**src/rtl/core/modular_arithmetic_unit_macros.svh**
```systemverilog
// ---------------------------------------------------------------------------
// Assertion shorthands for the modular arithmetic unit
// ---------------------------------------------------------------------------
`ifndef MODULAR_ARITHMETIC_UNIT_MACROS_SVH
`define MODULAR_ARITHMETIC_UNIT_MACROS_SVH

// condition holds at every rising clock edge outside reset
`define MAU_ASSERT_HOLD(label, clk, rst, cond, msg) \
   label: assert property (@(posedge clk) disable iff (rst) (cond)) else $error(msg);

// antecedent at one edge implies consequent at the next edge
`define MAU_ASSERT_NEXT(label, clk, rst, ante, cons, msg) \
   label: assert property (@(posedge clk) disable iff (rst) (ante) |=> (cons)) else $error(msg);

`endif

```
**src/rtl/core/mau_pkg.sv**
```systemverilog
`timescale 1ns / 1ps
// ---------------------------------------------------------------------------
// mau_pkg
// Shared widths, codes and types of the modular arithmetic unit.
// ---------------------------------------------------------------------------
package mau_pkg;

   localparam int unsigned MAX_MODULUS_DEF = 256;

   localparam int unsigned ACT_W  = 3;
   localparam int unsigned OPD_W  = 8;
   localparam int unsigned EXP_W  = 16;
   localparam int unsigned RES_W  = 8;
   localparam int unsigned STAT_W = 2;
   localparam int unsigned CSR_W  = 9;

   typedef enum logic [ACT_W-1:0] {
      ACT_ADD  = 3'd0,
      ACT_SUB  = 3'd1,
      ACT_MUL  = 3'd2,
      ACT_DIV  = 3'd3,
      ACT_POW  = 3'd4,
      ACT_DLOG = 3'd5,
      ACT_ROOT = 3'd6
   } action_type;

   typedef enum logic [STAT_W-1:0] {
      ST_OK          = 2'd0,
      ST_BAD_OPERAND = 2'd1,
      ST_NO_INVERSE  = 2'd2,
      ST_NO_LOG      = 2'd3
   } status_type;

   // table write controls from the sequencer to the table memories
   typedef struct packed {
      logic inv_we;
      logic inv_none;
      logic flag_we;
      logic flag_bit;
   } mau_wr_type;

endpackage

```
**src/rtl/core/mau_req_if.sv**
```systemverilog
`timescale 1ns / 1ps
// ---------------------------------------------------------------------------
// mau_req_if
// Request channel: action and operands, valid/ready.
// ---------------------------------------------------------------------------
interface mau_req_if import mau_pkg::*; ();
   logic                    valid;
   logic                    ready;
   logic [ACT_W-1:0]        action;
   logic [OPD_W-1:0]        operand_a;
   logic [OPD_W-1:0]        operand_b;
   logic signed [EXP_W-1:0] exponent;

   modport source (output valid, action, operand_a, operand_b, exponent, input ready);
   modport sink   (input valid, action, operand_a, operand_b, exponent, output ready);
endinterface

```
**src/rtl/core/mau_rsp_if.sv**
```systemverilog
`timescale 1ns / 1ps
// ---------------------------------------------------------------------------
// mau_rsp_if
// Response channel: residue and status, valid/ready.
// ---------------------------------------------------------------------------
interface mau_rsp_if import mau_pkg::*; ();
   logic              valid;
   logic              ready;
   logic [RES_W-1:0]  result;
   logic [STAT_W-1:0] status;

   modport source (output valid, result, status, input ready);
   modport sink   (input valid, result, status, output ready);
endinterface

```
**src/rtl/core/mau_modmul.sv**
```systemverilog
`timescale 1ns / 1ps
// ---------------------------------------------------------------------------
// mau_modmul
// Bit-serial modular multiplier, one multiplier bit per cycle (MSB first).
// ---------------------------------------------------------------------------
module mau_modmul import mau_pkg::*; #(
   parameter int unsigned RW = 8
) (
   input  logic          clock,
   input  logic          reset,
   input  logic          clear,
   input  logic          start,
   input  logic [RW-1:0] x,
   input  logic [RW-1:0] y,
   input  logic [RW:0]   n,
   output logic          done,
   output logic [RW-1:0] prod
);
   localparam int unsigned CNT_W = $clog2(RW + 1);

   logic             busy_ff, busy_in;
   logic             done_ff, done_in;
   logic [CNT_W-1:0] cnt_ff, cnt_in;
   logic [RW-1:0]    x_ff, x_in;
   logic [RW-1:0]    y_ff, y_in;
   logic [RW-1:0]    r_ff, r_in;

   logic [RW:0] dbl, dbl_r, add, add_r;

   // r = 2r + bit*x, each term folded back below n
   always_comb begin
      dbl   = {r_ff, 1'b0};
      dbl_r = (dbl >= n) ? dbl - n : dbl;
      add   = dbl_r + (y_ff[RW-1] ? {1'b0, x_ff} : '0);
      add_r = (add >= n) ? add - n : add;
   end

   always_comb begin
      busy_in = busy_ff;
      done_in = 1'b0;
      cnt_in  = cnt_ff;
      x_in    = x_ff;
      y_in    = y_ff;
      r_in    = r_ff;
      if (start) begin
         busy_in = 1'b1;
         cnt_in  = CNT_W'(RW);
         x_in    = x;
         y_in    = y;
         r_in    = '0;
      end else if (busy_ff) begin
         r_in   = add_r[RW-1:0];
         y_in   = y_ff << 1;
         cnt_in = cnt_ff - 1'b1;
         if (cnt_ff == CNT_W'(1)) begin
            busy_in = 1'b0;
            done_in = 1'b1;
         end
      end
      if (clear) begin
         busy_in = 1'b0;
         done_in = 1'b0;
      end
   end

   always_ff @(posedge clock) begin
      if (reset) begin
         busy_ff <= 1'b0;
         done_ff <= 1'b0;
         cnt_ff  <= '0;
      end else begin
         busy_ff <= busy_in;
         done_ff <= done_in;
         cnt_ff  <= cnt_in;
      end
      x_ff <= x_in;
      y_ff <= y_in;
      r_ff <= r_in;
   end

   assign done = done_ff;
   assign prod = r_ff;
endmodule

```
**src/rtl/core/mau_tables.sv**
```systemverilog
`timescale 1ns / 1ps
// ---------------------------------------------------------------------------
// mau_tables
// Inverse table and primitive-root flag table, registered reads.
// ---------------------------------------------------------------------------
module mau_tables import mau_pkg::*; #(
   parameter int unsigned DEPTH = MAX_MODULUS_DEF,
   parameter int unsigned RW    = $clog2(DEPTH)
) (
   input  logic          clock,
   input  logic [RW-1:0] inv_raddr,
   input  logic [RW-1:0] flag_raddr,
   input  logic [RW-1:0] waddr,
   input  mau_wr_type    wr,
   input  logic [RW-1:0] inv_wdata,
   output logic [RW:0]   inv_rdata,
   output logic          flag_rdata
);
   // inverse entry: top bit set means no inverse
   logic [RW:0] inv_mem  [DEPTH];
   logic        flag_mem [DEPTH];

   logic [RW:0] inv_rdata_ff;
   logic        flag_rdata_ff;

   always_ff @(posedge clock) begin
      if (wr.inv_we) begin
         inv_mem[waddr] <= {wr.inv_none, inv_wdata};
      end
      if (wr.flag_we) begin
         flag_mem[waddr] <= wr.flag_bit;
      end
      inv_rdata_ff  <= inv_mem[inv_raddr];
      flag_rdata_ff <= flag_mem[flag_raddr];
   end

   assign inv_rdata  = inv_rdata_ff;
   assign flag_rdata = flag_rdata_ff;
endmodule

```
**src/rtl/core/mau_core.sv**
```systemverilog
`timescale 1ns / 1ps
// ---------------------------------------------------------------------------
// mau_core
// Sequencer: table rebuild after reset or a modulus write, then one action at a time.
// ---------------------------------------------------------------------------
module mau_core import mau_pkg::*; #(
   parameter int unsigned MAX_MODULUS = MAX_MODULUS_DEF,
   localparam int unsigned RW = $clog2(MAX_MODULUS),
   localparam int unsigned NW = RW + 1
) (
   input  logic                    clock,
   input  logic                    reset,
   input  logic                    rebuild,
   input  logic [NW-1:0]           n,
   input  logic                    req_valid,
   output logic                    req_ready,
   input  logic [ACT_W-1:0]        req_action,
   input  logic [OPD_W-1:0]        req_a,
   input  logic [OPD_W-1:0]        req_b,
   input  logic signed [EXP_W-1:0] req_exp,
   output logic                    out_valid,
   input  logic                    out_ready,
   output logic [RES_W-1:0]        out_result,
   output logic [STAT_W-1:0]       out_status
);
   localparam int unsigned CW = (NW > OPD_W) ? NW : OPD_W;

   typedef enum logic [19:0] {
      S_INV        = 20'h00001,
      S_RT_RD      = 20'h00002,
      S_RT_CHK     = 20'h00004,
      S_RT_GO      = 20'h00008,
      S_RT_WAIT    = 20'h00010,
      S_IDLE       = 20'h00020,
      S_EXEC       = 20'h00040,
      S_DIV_CHK    = 20'h00080,
      S_MUL_GO     = 20'h00100,
      S_MUL_WAIT   = 20'h00200,
      S_POW        = 20'h00400,
      S_POW_R_WAIT = 20'h00800,
      S_POW_B_GO   = 20'h01000,
      S_POW_B_WAIT = 20'h02000,
      S_PINV_CHK   = 20'h04000,
      S_DLOG_CHK   = 20'h08000,
      S_DLOG_GO    = 20'h10000,
      S_DLOG_WAIT  = 20'h20000,
      S_ROOT_CHK   = 20'h40000,
      S_DONE       = 20'h80000
   } state_type;

   state_type        state_ff, state_in;
   action_type       act_ff, act_in;
   logic [RW-1:0]    a_ff, a_in;
   logic [RW-1:0]    b_ff, b_in;
   logic             a_bad_ff, a_bad_in;
   logic             b_bad_ff, b_bad_in;
   logic [EXP_W-1:0] e_ff, e_in;
   logic             neg_ff, neg_in;
   logic [RW-1:0]    acc_ff, acc_in;
   logic [NW-1:0]    cnt_ff, cnt_in;
   logic [RW-1:0]    i_ff, i_in;
   logic [RW-1:0]    phi_ff, phi_in;
   logic [RES_W-1:0] res_ff, res_in;
   status_type       st_ff, st_in;

   // datapath helpers
   logic [NW-1:0]    n_m1, p_sum, p_nx_w, j_nx, s_add, s_add_r, d_sub, s_sub;
   logic             i_last, hit, last, inv_none;
   logic [CW-1:0]    a_ext, b_ext, n_ext;
   logic [EXP_W-1:0] e_raw;

   // multiplier and tables
   logic          mm_start, mm_done;
   logic [RW-1:0] mm_x, mm_y, mm_prod;
   logic [RW-1:0] inv_raddr, flag_raddr;
   logic [RW:0]   inv_rdata;
   logic          flag_rdata;
   mau_wr_type    wr;

   mau_modmul #(.RW(RW)) u_modmul (
      .clock (clock),
      .reset (reset),
      .clear (rebuild),
      .start (mm_start),
      .x     (mm_x),
      .y     (mm_y),
      .n     (n),
      .done  (mm_done),
      .prod  (mm_prod)
   );

   mau_tables #(.DEPTH(MAX_MODULUS), .RW(RW)) u_tables (
      .clock      (clock),
      .inv_raddr  (inv_raddr),
      .flag_raddr (flag_raddr),
      .waddr      (i_ff),
      .wr         (wr),
      .inv_wdata  (j_nx[RW-1:0]),
      .inv_rdata  (inv_rdata),
      .flag_rdata (flag_rdata)
   );

   always_comb begin
      n_m1     = n - 1'b1;
      i_last   = ({1'b0, i_ff} == n_m1);
      p_sum    = {1'b0, acc_ff} + {1'b0, i_ff};
      p_nx_w   = (p_sum >= n) ? p_sum - n : p_sum;
      j_nx     = cnt_ff + 1'b1;
      hit      = (p_nx_w == NW'(1));
      last     = (j_nx >= n_m1);
      inv_none = inv_rdata[RW];
      s_add    = {1'b0, a_ff} + {1'b0, b_ff};
      s_add_r  = (s_add >= n) ? s_add - n : s_add;
      d_sub    = {1'b0, a_ff} - {1'b0, b_ff};
      s_sub    = (a_ff >= b_ff) ? d_sub : d_sub + n;
      a_ext    = CW'(req_a);
      b_ext    = CW'(req_b);
      n_ext    = CW'(n);
      e_raw    = req_exp;
   end

   // multiplier operands and table read addresses by state
   always_comb begin
      mm_start   = 1'b0;
      mm_x       = acc_ff;
      mm_y       = b_ff;
      inv_raddr  = i_ff;
      flag_raddr = a_ff;
      case (state_ff)
         S_RT_GO: begin
            mm_start = 1'b1;
            mm_y     = i_ff;
         end
         S_MUL_GO: begin
            mm_start = 1'b1;
            mm_x     = a_ff;
         end
         S_POW: begin
            mm_start  = (e_ff != '0);
            mm_x      = e_ff[0] ? acc_ff : a_ff;
            mm_y      = a_ff;
            inv_raddr = acc_ff;
         end
         S_POW_B_GO: begin
            mm_start = 1'b1;
            mm_x     = a_ff;
            mm_y     = a_ff;
         end
         S_DLOG_GO: begin
            mm_start = 1'b1;
         end
         S_EXEC: begin
            inv_raddr  = (act_ff == ACT_DIV) ? b_ff : a_ff;
            flag_raddr = (act_ff == ACT_DLOG) ? b_ff : a_ff;
         end
         default: begin
         end
      endcase
   end

   always_comb begin
      state_in = state_ff;
      act_in   = act_ff;
      a_in     = a_ff;
      b_in     = b_ff;
      a_bad_in = a_bad_ff;
      b_bad_in = b_bad_ff;
      e_in     = e_ff;
      neg_in   = neg_ff;
      acc_in   = acc_ff;
      cnt_in   = cnt_ff;
      i_in     = i_ff;
      phi_in   = phi_ff;
      res_in   = res_ff;
      st_in    = st_ff;
      wr       = '0;

      case (state_ff)
         // pass 1: linear walk i*j mod n finds the inverse of i
         S_INV: begin
            cnt_in = j_nx;
            if (hit || last) begin
               wr.inv_we   = 1'b1;
               wr.inv_none = !hit;
               wr.flag_we  = 1'b1;
               wr.flag_bit = 1'b0;
               acc_in      = '0;
               cnt_in      = '0;
               phi_in      = phi_ff + RW'(hit);
               if (i_last) begin
                  i_in     = '0;
                  state_in = S_RT_RD;
               end else begin
                  i_in = i_ff + 1'b1;
               end
            end else begin
               acc_in = p_nx_w[RW-1:0];
            end
         end
         // pass 2: order of each unit; root when the order equals phi
         S_RT_RD: begin
            state_in = S_RT_CHK;
         end
         S_RT_CHK: begin
            if (inv_none) begin
               if (i_last) begin
                  state_in = S_IDLE;
               end else begin
                  i_in     = i_ff + 1'b1;
                  state_in = S_RT_RD;
               end
            end else begin
               acc_in   = RW'(1);
               cnt_in   = '0;
               state_in = S_RT_GO;
            end
         end
         S_RT_GO: begin
            state_in = S_RT_WAIT;
         end
         S_RT_WAIT: begin
            if (mm_done) begin
               if (mm_prod == RW'(1)) begin
                  wr.flag_we  = 1'b1;
                  wr.flag_bit = (j_nx == {1'b0, phi_ff});
                  if (i_last) begin
                     state_in = S_IDLE;
                  end else begin
                     i_in     = i_ff + 1'b1;
                     state_in = S_RT_RD;
                  end
               end else begin
                  acc_in   = mm_prod;
                  cnt_in   = j_nx;
                  state_in = S_RT_GO;
               end
            end
         end
         S_IDLE: begin
            if (req_valid) begin
               act_in   = action_type'(req_action);
               a_bad_in = (a_ext >= n_ext);
               b_bad_in = (b_ext >= n_ext);
               a_in     = a_ext[RW-1:0];
               b_in     = b_ext[RW-1:0];
               neg_in   = e_raw[EXP_W-1];
               e_in     = e_raw[EXP_W-1] ? (~e_raw + 1'b1) : e_raw;
               state_in = S_EXEC;
            end
         end
         S_EXEC: begin
            res_in   = '0;
            st_in    = ST_OK;
            state_in = S_DONE;
            case (act_ff)
               ACT_ADD: begin
                  if (a_bad_ff || b_bad_ff) st_in = ST_BAD_OPERAND;
                  else res_in = RES_W'(s_add_r);
               end
               ACT_SUB: begin
                  if (a_bad_ff || b_bad_ff) st_in = ST_BAD_OPERAND;
                  else res_in = RES_W'(s_sub);
               end
               ACT_MUL: begin
                  if (a_bad_ff || b_bad_ff) st_in = ST_BAD_OPERAND;
                  else state_in = S_MUL_GO;
               end
               ACT_DIV: begin
                  if (a_bad_ff || b_bad_ff) st_in = ST_BAD_OPERAND;
                  else if (b_ff == '0) st_in = ST_NO_INVERSE;
                  else state_in = S_DIV_CHK;
               end
               ACT_POW: begin
                  if (a_bad_ff) begin
                     st_in = ST_BAD_OPERAND;
                  end else begin
                     acc_in   = (n == NW'(1)) ? '0 : RW'(1);
                     state_in = S_POW;
                  end
               end
               ACT_DLOG: begin
                  if (b_ff <= RW'(1) || b_bad_ff || a_ff == '0 || a_bad_ff)
                     st_in = ST_BAD_OPERAND;
                  else
                     state_in = S_DLOG_CHK;
               end
               ACT_ROOT: begin
                  if (a_bad_ff) st_in = ST_BAD_OPERAND;
                  else state_in = S_ROOT_CHK;
               end
               default: begin
                  st_in = ST_BAD_OPERAND;
               end
            endcase
         end
         S_DIV_CHK: begin
            if (inv_none) begin
               st_in    = ST_NO_INVERSE;
               state_in = S_DONE;
            end else begin
               b_in     = inv_rdata[RW-1:0];
               state_in = S_MUL_GO;
            end
         end
         S_MUL_GO: begin
            state_in = S_MUL_WAIT;
         end
         S_MUL_WAIT: begin
            if (mm_done) begin
               res_in   = RES_W'(mm_prod);
               state_in = S_DONE;
            end
         end
         // square-and-multiply, LSB first; a_ff carries the running square
         S_POW: begin
            if (e_ff == '0) begin
               if (neg_ff) begin
                  state_in = S_PINV_CHK;
               end else begin
                  res_in   = RES_W'(acc_ff);
                  state_in = S_DONE;
               end
            end else if (e_ff[0]) begin
               state_in = S_POW_R_WAIT;
            end else begin
               state_in = S_POW_B_WAIT;
            end
         end
         S_POW_R_WAIT: begin
            if (mm_done) begin
               acc_in   = mm_prod;
               state_in = S_POW_B_GO;
            end
         end
         S_POW_B_GO: begin
            state_in = S_POW_B_WAIT;
         end
         S_POW_B_WAIT: begin
            if (mm_done) begin
               a_in     = mm_prod;
               e_in     = e_ff >> 1;
               state_in = S_POW;
            end
         end
         S_PINV_CHK: begin
            if (inv_none) st_in = ST_NO_INVERSE;
            else res_in = RES_W'(inv_rdata[RW-1:0]);
            state_in = S_DONE;
         end
         S_DLOG_CHK: begin
            if (!flag_rdata || inv_none) begin
               st_in    = ST_NO_LOG;
               state_in = S_DONE;
            end else if (a_ff == RW'(1)) begin
               state_in = S_DONE;
            end else begin
               acc_in   = RW'(1);
               cnt_in   = '0;
               state_in = S_DLOG_GO;
            end
         end
         S_DLOG_GO: begin
            state_in = S_DLOG_WAIT;
         end
         S_DLOG_WAIT: begin
            if (mm_done) begin
               cnt_in = j_nx;
               if (mm_prod == a_ff) begin
                  res_in   = RES_W'(j_nx);
                  state_in = S_DONE;
               end else if (j_nx == n) begin
                  st_in    = ST_NO_LOG;
                  state_in = S_DONE;
               end else begin
                  acc_in   = mm_prod;
                  state_in = S_DLOG_GO;
               end
            end
         end
         S_ROOT_CHK: begin
            res_in   = RES_W'(flag_rdata);
            state_in = S_DONE;
         end
         S_DONE: begin
            if (out_ready) state_in = S_IDLE;
         end
         default: begin
            state_in = S_IDLE;
         end
      endcase

      // a new modulus restarts the table build
      if (rebuild) begin
         state_in = S_INV;
         i_in     = '0;
         acc_in   = '0;
         cnt_in   = '0;
         phi_in   = '0;
      end
   end

   always_ff @(posedge clock) begin
      if (reset) begin
         state_ff <= S_INV;
         i_ff     <= '0;
         acc_ff   <= '0;
         cnt_ff   <= '0;
         phi_ff   <= '0;
      end else begin
         state_ff <= state_in;
         i_ff     <= i_in;
         acc_ff   <= acc_in;
         cnt_ff   <= cnt_in;
         phi_ff   <= phi_in;
      end
      act_ff   <= act_in;
      a_ff     <= a_in;
      b_ff     <= b_in;
      a_bad_ff <= a_bad_in;
      b_bad_ff <= b_bad_in;
      e_ff     <= e_in;
      neg_ff   <= neg_in;
      res_ff   <= res_in;
      st_ff    <= st_in;
   end

   assign req_ready  = (state_ff == S_IDLE);
   assign out_valid  = (state_ff == S_DONE);
   assign out_result = res_ff;
   assign out_status = st_ff;
endmodule

```
**src/rtl/core/modular_arithmetic_unit.sv**
```systemverilog
`timescale 1ns / 1ps
// ---------------------------------------------------------------------------
// modular_arithmetic_unit
// Modular ALU over a programmable modulus with inverse and root tables.
// ---------------------------------------------------------------------------
//
//   channel   dir   handshake       payload
//   req_if    in    valid/ready     action, operand_a, operand_b, exponent
//   rsp_if    out   valid/ready     result, status
//   csr       in    csr_we          csr_wdata (modulus)
//
// Mul, div, power and dlog run on the serial modmul; add, sub, error and
//   root-test requests do not.
// Reset and every modulus write rebuild the tables while req_if.ready is low:
//   an inverse walk, then an order walk. Reset gives modulus 1.
// A finished response sits in an output register; the next request is taken
//   while it waits. The core stalls only when a second response is ready.
// Table reads follow long-finished writes, so no forwarding is needed.
// ---------------------------------------------------------------------------
`include "modular_arithmetic_unit_macros.svh"

module modular_arithmetic_unit import mau_pkg::*; #(
   parameter int unsigned MAX_MODULUS = MAX_MODULUS_DEF
) (
   input  logic             clock,
   input  logic             reset,
   mau_req_if.sink          req_if,
   mau_rsp_if.source        rsp_if,
   input  logic             csr_we,
   input  logic [CSR_W-1:0] csr_wdata
);
   localparam int unsigned RW   = $clog2(MAX_MODULUS);
   localparam int unsigned NW   = RW + 1;
   localparam int unsigned CMPW = (NW > CSR_W) ? NW : CSR_W;

   // modulus register, zero reads as 1, large values clamp to the maximum
   logic [NW-1:0]   n_ff, n_in;
   logic [CMPW-1:0] wdata_ext;

   always_comb begin
      wdata_ext = CMPW'(csr_wdata);
      n_in      = n_ff;
      if (csr_we) begin
         if (wdata_ext == '0)
            n_in = NW'(1);
         else if (wdata_ext > CMPW'(MAX_MODULUS))
            n_in = NW'(MAX_MODULUS);
         else
            n_in = wdata_ext[NW-1:0];
      end
   end

   always_ff @(posedge clock) begin
      if (reset) n_ff <= NW'(1);
      else n_ff <= n_in;
   end

   // sequencer with multiplier and tables
   logic              core_valid, core_ready;
   logic [RES_W-1:0]  core_result;
   logic [STAT_W-1:0] core_status;

   mau_core #(.MAX_MODULUS(MAX_MODULUS)) u_core (
      .clock      (clock),
      .reset      (reset),
      .rebuild    (csr_we),
      .n          (n_ff),
      .req_valid  (req_if.valid),
      .req_ready  (req_if.ready),
      .req_action (req_if.action),
      .req_a      (req_if.operand_a),
      .req_b      (req_if.operand_b),
      .req_exp    (req_if.exponent),
      .out_valid  (core_valid),
      .out_ready  (core_ready),
      .out_result (core_result),
      .out_status (core_status)
   );

   // response register
   logic              rsp_valid_ff, rsp_valid_in;
   logic [RES_W-1:0]  rsp_result_ff, rsp_result_in;
   logic [STAT_W-1:0] rsp_status_ff, rsp_status_in;

   assign core_ready = !rsp_valid_ff || rsp_if.ready;

   always_comb begin
      rsp_valid_in  = rsp_valid_ff;
      rsp_result_in = rsp_result_ff;
      rsp_status_in = rsp_status_ff;
      if (core_valid && core_ready) begin
         rsp_valid_in  = 1'b1;
         rsp_result_in = core_result;
         rsp_status_in = core_status;
      end else if (rsp_if.ready) begin
         rsp_valid_in = 1'b0;
      end
   end

   always_ff @(posedge clock) begin
      if (reset) rsp_valid_ff <= 1'b0;
      else rsp_valid_ff <= rsp_valid_in;
      rsp_result_ff <= rsp_result_in;
      rsp_status_ff <= rsp_status_in;
   end

   assign rsp_if.valid  = rsp_valid_ff;
   assign rsp_if.result = rsp_result_ff;
   assign rsp_if.status = rsp_status_ff;

   // checks
   `MAU_ASSERT_NEXT(a_rebuild_blocks, clock, reset, csr_we, !req_if.ready, "request taken during table rebuild")
   `MAU_ASSERT_NEXT(a_one_at_a_time, clock, reset, req_if.valid && req_if.ready, !req_if.ready, "second request taken while busy")
   `MAU_ASSERT_HOLD(a_err_zero, clock, reset, !rsp_if.valid || rsp_if.status == ST_OK || rsp_if.result == '0, "error response with nonzero result")
endmodule

```
**src/flat_wrapper.sv**
```systemverilog
// flat-port wrapper written by rule: the top's interface ports become plain ports
module modular_arithmetic_unit_flat import mau_pkg::*;
#(
   parameter int unsigned MAX_MODULUS = MAX_MODULUS_DEF
)
  (clock, reset, csr_we, csr_wdata, req_if_valid, req_if_action, req_if_operand_a, req_if_operand_b, req_if_exponent, req_if_ready, rsp_if_valid, rsp_if_result, rsp_if_status, rsp_if_ready);
  mau_req_if req_if_i ();
  mau_rsp_if rsp_if_i ();
  input  logic clock;
  input  logic reset;
  input  logic csr_we;
  input  logic [CSR_W-1:0] csr_wdata;
  input wire logic [$bits(req_if_i.valid)-1:0] req_if_valid;
  input wire logic [$bits(req_if_i.action)-1:0] req_if_action;
  input wire logic [$bits(req_if_i.operand_a)-1:0] req_if_operand_a;
  input wire logic [$bits(req_if_i.operand_b)-1:0] req_if_operand_b;
  input wire logic [$bits(req_if_i.exponent)-1:0] req_if_exponent;
  output wire logic [$bits(req_if_i.ready)-1:0] req_if_ready;
  output wire logic [$bits(rsp_if_i.valid)-1:0] rsp_if_valid;
  output wire logic [$bits(rsp_if_i.result)-1:0] rsp_if_result;
  output wire logic [$bits(rsp_if_i.status)-1:0] rsp_if_status;
  input wire logic [$bits(rsp_if_i.ready)-1:0] rsp_if_ready;
  assign req_if_i.valid = req_if_valid;
  assign req_if_i.action = req_if_action;
  assign req_if_i.operand_a = req_if_operand_a;
  assign req_if_i.operand_b = req_if_operand_b;
  assign req_if_i.exponent = req_if_exponent;
  assign req_if_ready = req_if_i.ready;
  assign rsp_if_valid = rsp_if_i.valid;
  assign rsp_if_result = rsp_if_i.result;
  assign rsp_if_status = rsp_if_i.status;
  assign rsp_if_i.ready = rsp_if_ready;
  modular_arithmetic_unit #(.MAX_MODULUS(MAX_MODULUS)) u_core (.clock(clock), .reset(reset), .req_if(req_if_i), .rsp_if(rsp_if_i), .csr_we(csr_we), .csr_wdata(csr_wdata));
endmodule
```
**config.mk**
```make
export PLATFORM = sky130hd
export DESIGN_NAME = modular_arithmetic_unit_flat
export DESIGN_NICKNAME = d
export VERILOG_FILES = /design/src/rtl/core/mau_pkg.sv /design/src/rtl/core/mau_req_if.sv /design/src/rtl/core/mau_rsp_if.sv /design/src/rtl/core/mau_modmul.sv /design/src/rtl/core/mau_tables.sv /design/src/rtl/core/mau_core.sv /design/src/rtl/core/modular_arithmetic_unit.sv /design/src/flat_wrapper.sv
export VERILOG_INCLUDE_DIRS = /design/src /design/src/rtl/core
export SDC_FILE = /design/constraint.sdc
export NUM_CORES = 2
export LEC_CHECK = 0
export BUFFER_PORTS_ARGS = -buffer_cell sky130_fd_sc_hd__buf_2
export CAP_MARGIN = 30
export CORE_ASPECT_RATIO = 1.4
export CORE_MARGIN = 1.5
export CORE_UTILIZATION = 40
export DETAILED_ROUTE_END_ITERATION = 12
export PLACE_DENSITY = 0.57
export SYNTH_ARGS = -nofsm -noshare
export SYNTH_HDL_FRONTEND = slang
export SYNTH_HIERARCHICAL = 1
export SYNTH_SLANG_ARGS = --single-unit
```
**constraint.sdc**
```tcl
create_clock -name clock -period 39.2 [get_ports clock]
set_input_delay 5.88 -clock clock [delete_from_list [all_inputs] [get_ports clock]]
set_output_delay 5.88 -clock clock [all_outputs]
set_load 0.03 [all_outputs]
```
==> results.cfg <==
[power]
netSwitchingPower_mw = 1.60
power.density_nw_per_um2 = 51.5
internal-power_mw = 4.97
ir_worst_vdd_uv = 34.6
seqPwrFrac = 0.499
power_switching_share = 0.244
totalPowerFinal_mw = 6.57
p_clk_frac = 0.382
leakage_nw = 39.7
combPwrFrac = 0.119

[layout]
final_area_um2 = 128000
fin_nets = 6800
layout-drive-gt1-share = 0.202
utilization = 0.452
area_growth_pct = 12.3

[timing]
setup_slack_ps = 30100
timing.slew.headroom = 0.253
fmax_mhz = 110
hold_viol = 0
fin_crit_sh = 0.232
setup_viol = 0
fin_setup_tns_ps = 0
rsz0062_at_grt = no
fin_skew_ps = 61.5
worstMarginPinSlew_ps = 1110
drv_slew = 0
period_needed_ps = 9100

[placement]
gp_congestion = 0.915
io_buffers = 60
pre_cts_slack_ps = 30330
hpwl_um = 196000
dpl_cell_area_um2 = 119000

[logic_synthesis]
synth_seq_cells = 2721
ys_warn_count = 6
synthAdderAreaFrac = 0.0137
ys_async_sr_fraction = 0
synth-compound-area-share = 0.0439
synth_mux_area_frac = 0.146
ys.flop_type = edfxtp_1
syn_nets = 6605
synth_top_family_by_area = multiplexers
syn-cell-area_um2 = 114000
synth-edff-count = 2634
synthSimpleGateAreaFrac = 0.0577
ys_seq_area_frac = 0.712
synth_area_per_cell_um2 = 17.6
synthXorXnorAreaFrac = 0.00859
synth.distinct_cells = 103
synth_cells = 6437

[floorplanning]
die_w_um = 453
initial_utilization = 0.402
die_h_um = 634
io-pin-count = 61
core_area_um2 = 283000
dieArea_um2 = 287000
rows = 231

[cts]
hold_buffers = 0
cts.sinks = 2721
clock_latency_ps = 870
clock-root-buffer = clkbuf_16
ctsHtreeMaxLevel = 5
path_clk_slew_ps = 70
numCtsBuffers = 267
clockBufferDepth = 4
post_cts_resized = 0
cts_setup_buffers = 0
cts_tree = yes

[drt]
drc = 0
first_iter_violations = 6569
drt-pass1-iter-count = 6
wl_um = 317000
dr_total_vias = 62100
avgRoutedWirePerCell_um = 30.0
via_per_inst = 5.89
drtAntennaViolNets = 0

[global_route]
met1_usage = 0.269
groute.layer.met2.usage = 0.386
grt_busiest_layer = met2
grt_pass1_vias = 62500
grt_first_pass_wirelength_um = 452000
grt_max_degree = 209
gr-total-overflow = 0
antenna_found_initial = 10
grt_util_met3 = 0.0291
grt_usage = 0.218

[setup_path]
worstRegToRegCells = 16
path_delay_family = simple AND/OR/NAND/NOR gates
crit_path_max_incr_delay_ps = 680
arrival_ps = 3220
cp_max_fo = 10
critPathLaunch = u_core/u_core/state_ff[12]$_SDFFE_PP0P_
start_kind = register
path_cells = or4_1, nor4_4, nand4b_1, inv_1, buf_2
reg2reg_from = u_core/u_core/state_ff[12]$_SDFFE_PP0P_
critPathRequiredTime_ps = 33320
cp-end-kind = output pin
crit_type = register to output pin
crit_buf_inv = 2
slowest_stage = or4_1
crit_cells = 5

[flow_run]
cap_viol_max_count = 0

[hold_path]
hold_depth = 0
hold_path.class = register to register
hold_path.startpoint = u_core/u_core/out_result[7]$_DFFE_PP_

[status]
status = finished clean
-- worst paths after layout --
check                                                                   end  slack, ps
worst max register to register  u_core/u_core/u_tables/inv_rdata[0]$_DFF_P_      30440
worst min-delay path                      u_core/rsp_if.result[7]$_DFFE_PP_        420
worst max-delay path                                           req_if_ready      30100
worst min register to register            u_core/rsp_if.result[7]$_DFFE_PP_        420
-- cells in the final DEF, fill, tap and decap left out, types with 50 or more instances in the layout --
master	synthesis	routed
a21oi_1	146	146
buf_2	54	68
buf_4	48	183
clkbuf_1	222	54
clkbuf_16	0	274
dfxtp_1	87	87
edfxtp_1	2634	2634
ha_1	110	109
inv_1	81	79
mux2_2	52	50
mux2i_1	303	303
mux4_2	575	575
nand2_1	255	245
nand3_1	71	65
nor2_1	669	667
nor3_1	102	94
nor4_1	56	50
o21ai_0	52	52
o221ai_1	97	97
o22ai_1	81	81
xnor2_1	55	51
-- layout make-up --
| cell class | count | area (µm²) |
|---|---|---|
| timing repair buffer | 296 | 2510 |
| multi-input combinational | 3263 | 31000 |
| clock inverter | 125 | 1170 |
| inverter | 83 | 324 |
| antenna | 3 | 7.51 |
| sequential | 2721 | 80800 |
| fill | 24200 | 155000 |
| clock buffer | 334 | 7140 |
| tap | 3728 | 4660 |
-- worst register-to-register path: stages (launching register included) --
cell      delay (ps)
dfxtp_1          350
or4_1            680
nor4_4           560
nand3_1          460
o211ai_1         320
buf_4            560
buf_4            770
buf_4            820
buf_4            760
buf_4            760
buf_4            720
mux4_2           600
mux4_2           540
nand2_1          190
o21ai_0          120
nor3_1           300
nor4_1            90
-- power by group through the flow --
stage / registers (mW) / clock network, mW / logic [mW]
finish: 3.28 / 2.51 / 0.783
global route: 3.28 / 2.66 / 0.842
CTS: 3.28 / 2.56 / 0.780
detailed placement: 3.34 / 0 / 0.778
global placement: 3.35 / 0 / 0.759
floorplan: 3.34 / 0 / 0.560
-- kinds of logic (layout without fill, tap and decap cells) --
family | count (synthesis) | count (layout)
xor gates and xnor gates | 105 | 105
and+or+nand+nor | 1415 | 1415
buffers and inverters | 453 | 838
muxes | 931 | 931
DFF | 2721 | 2721
AOI/OAI and AO/OA | 693 | 693
other | 0 | 3
adders and majority gates | 119 | 119
-- registers in the layout, indices dropped and copies added (netlist names), 9 cells and up --
name	flops
u_core/n_ff	9
u_core/u_core/cnt_ff	9
u_core/u_core/e_ff	16
u_core/u_core/state_ff	20
u_core/u_core/u_tables/flag_mem	256
u_core/u_core/u_tables/inv_mem	2304
u_core/u_core/u_tables/inv_rdata	9
-- cell usage after synthesis (all sizes together) (13+ instances only) --
library cell / count / area share
o22ai: 81 / 0.0045
dfxtp: 87 / 0.015
xor2: 46 / 0.0035
o21ai: 65 / 0.0029
nand2: 255 / 0.0084
edfxtp: 2634 / 0.70
nand4: 28 / 0.0015
nor3b: 13 / 0.00086
buf: 148 / 0.0084
nor2: 669 / 0.022
a221oi: 13 / 0.0011
nor4: 65 / 0.0042
o221ai: 97 / 0.0075
a22oi: 37 / 0.0024
nor3: 105 / 0.0048
nand2b: 29 / 0.0016
o211ai: 26 / 0.0017
o21a: 16 / 0.0011
and3: 19 / 0.0010
a21oi: 148 / 0.0066
clkbuf: 222 / 0.0073
inv: 83 / 0.0027
mux2: 53 / 0.0053
nor2b: 45 / 0.0025
or4: 16 / 0.0011
mux2i: 303 / 0.027
or3: 26 / 0.0014
mux4: 575 / 0.11
a211oi: 22 / 0.0015
o31ai: 14 / 0.00093
ha: 110 / 0.012
a22o: 13 / 0.0010
and2: 24 / 0.0013
nand3: 71 / 0.0031
a21o: 29 / 0.0019
xnor2: 55 / 0.0042
-- stage by stage --
stage | cells | hold slack, ps
after floorplan | 6437 | 400
after global placement | 10000 | 406
final | 10600 | 421
after detailed placement | 10100 | 407
after global routing | 10600 | 434
after CTS | 10500 | 422
-- routing by layer --
layer	share of wire	vias up	wire length (µm)
li1	-	26300	-
met1	0.38	33000	121000
met2	0.52	2224	165000
met3	0.058	579	18500
met4	0.040	6	12600
met5	0.00014	-	43
Power figures use the tool's default switching activity.
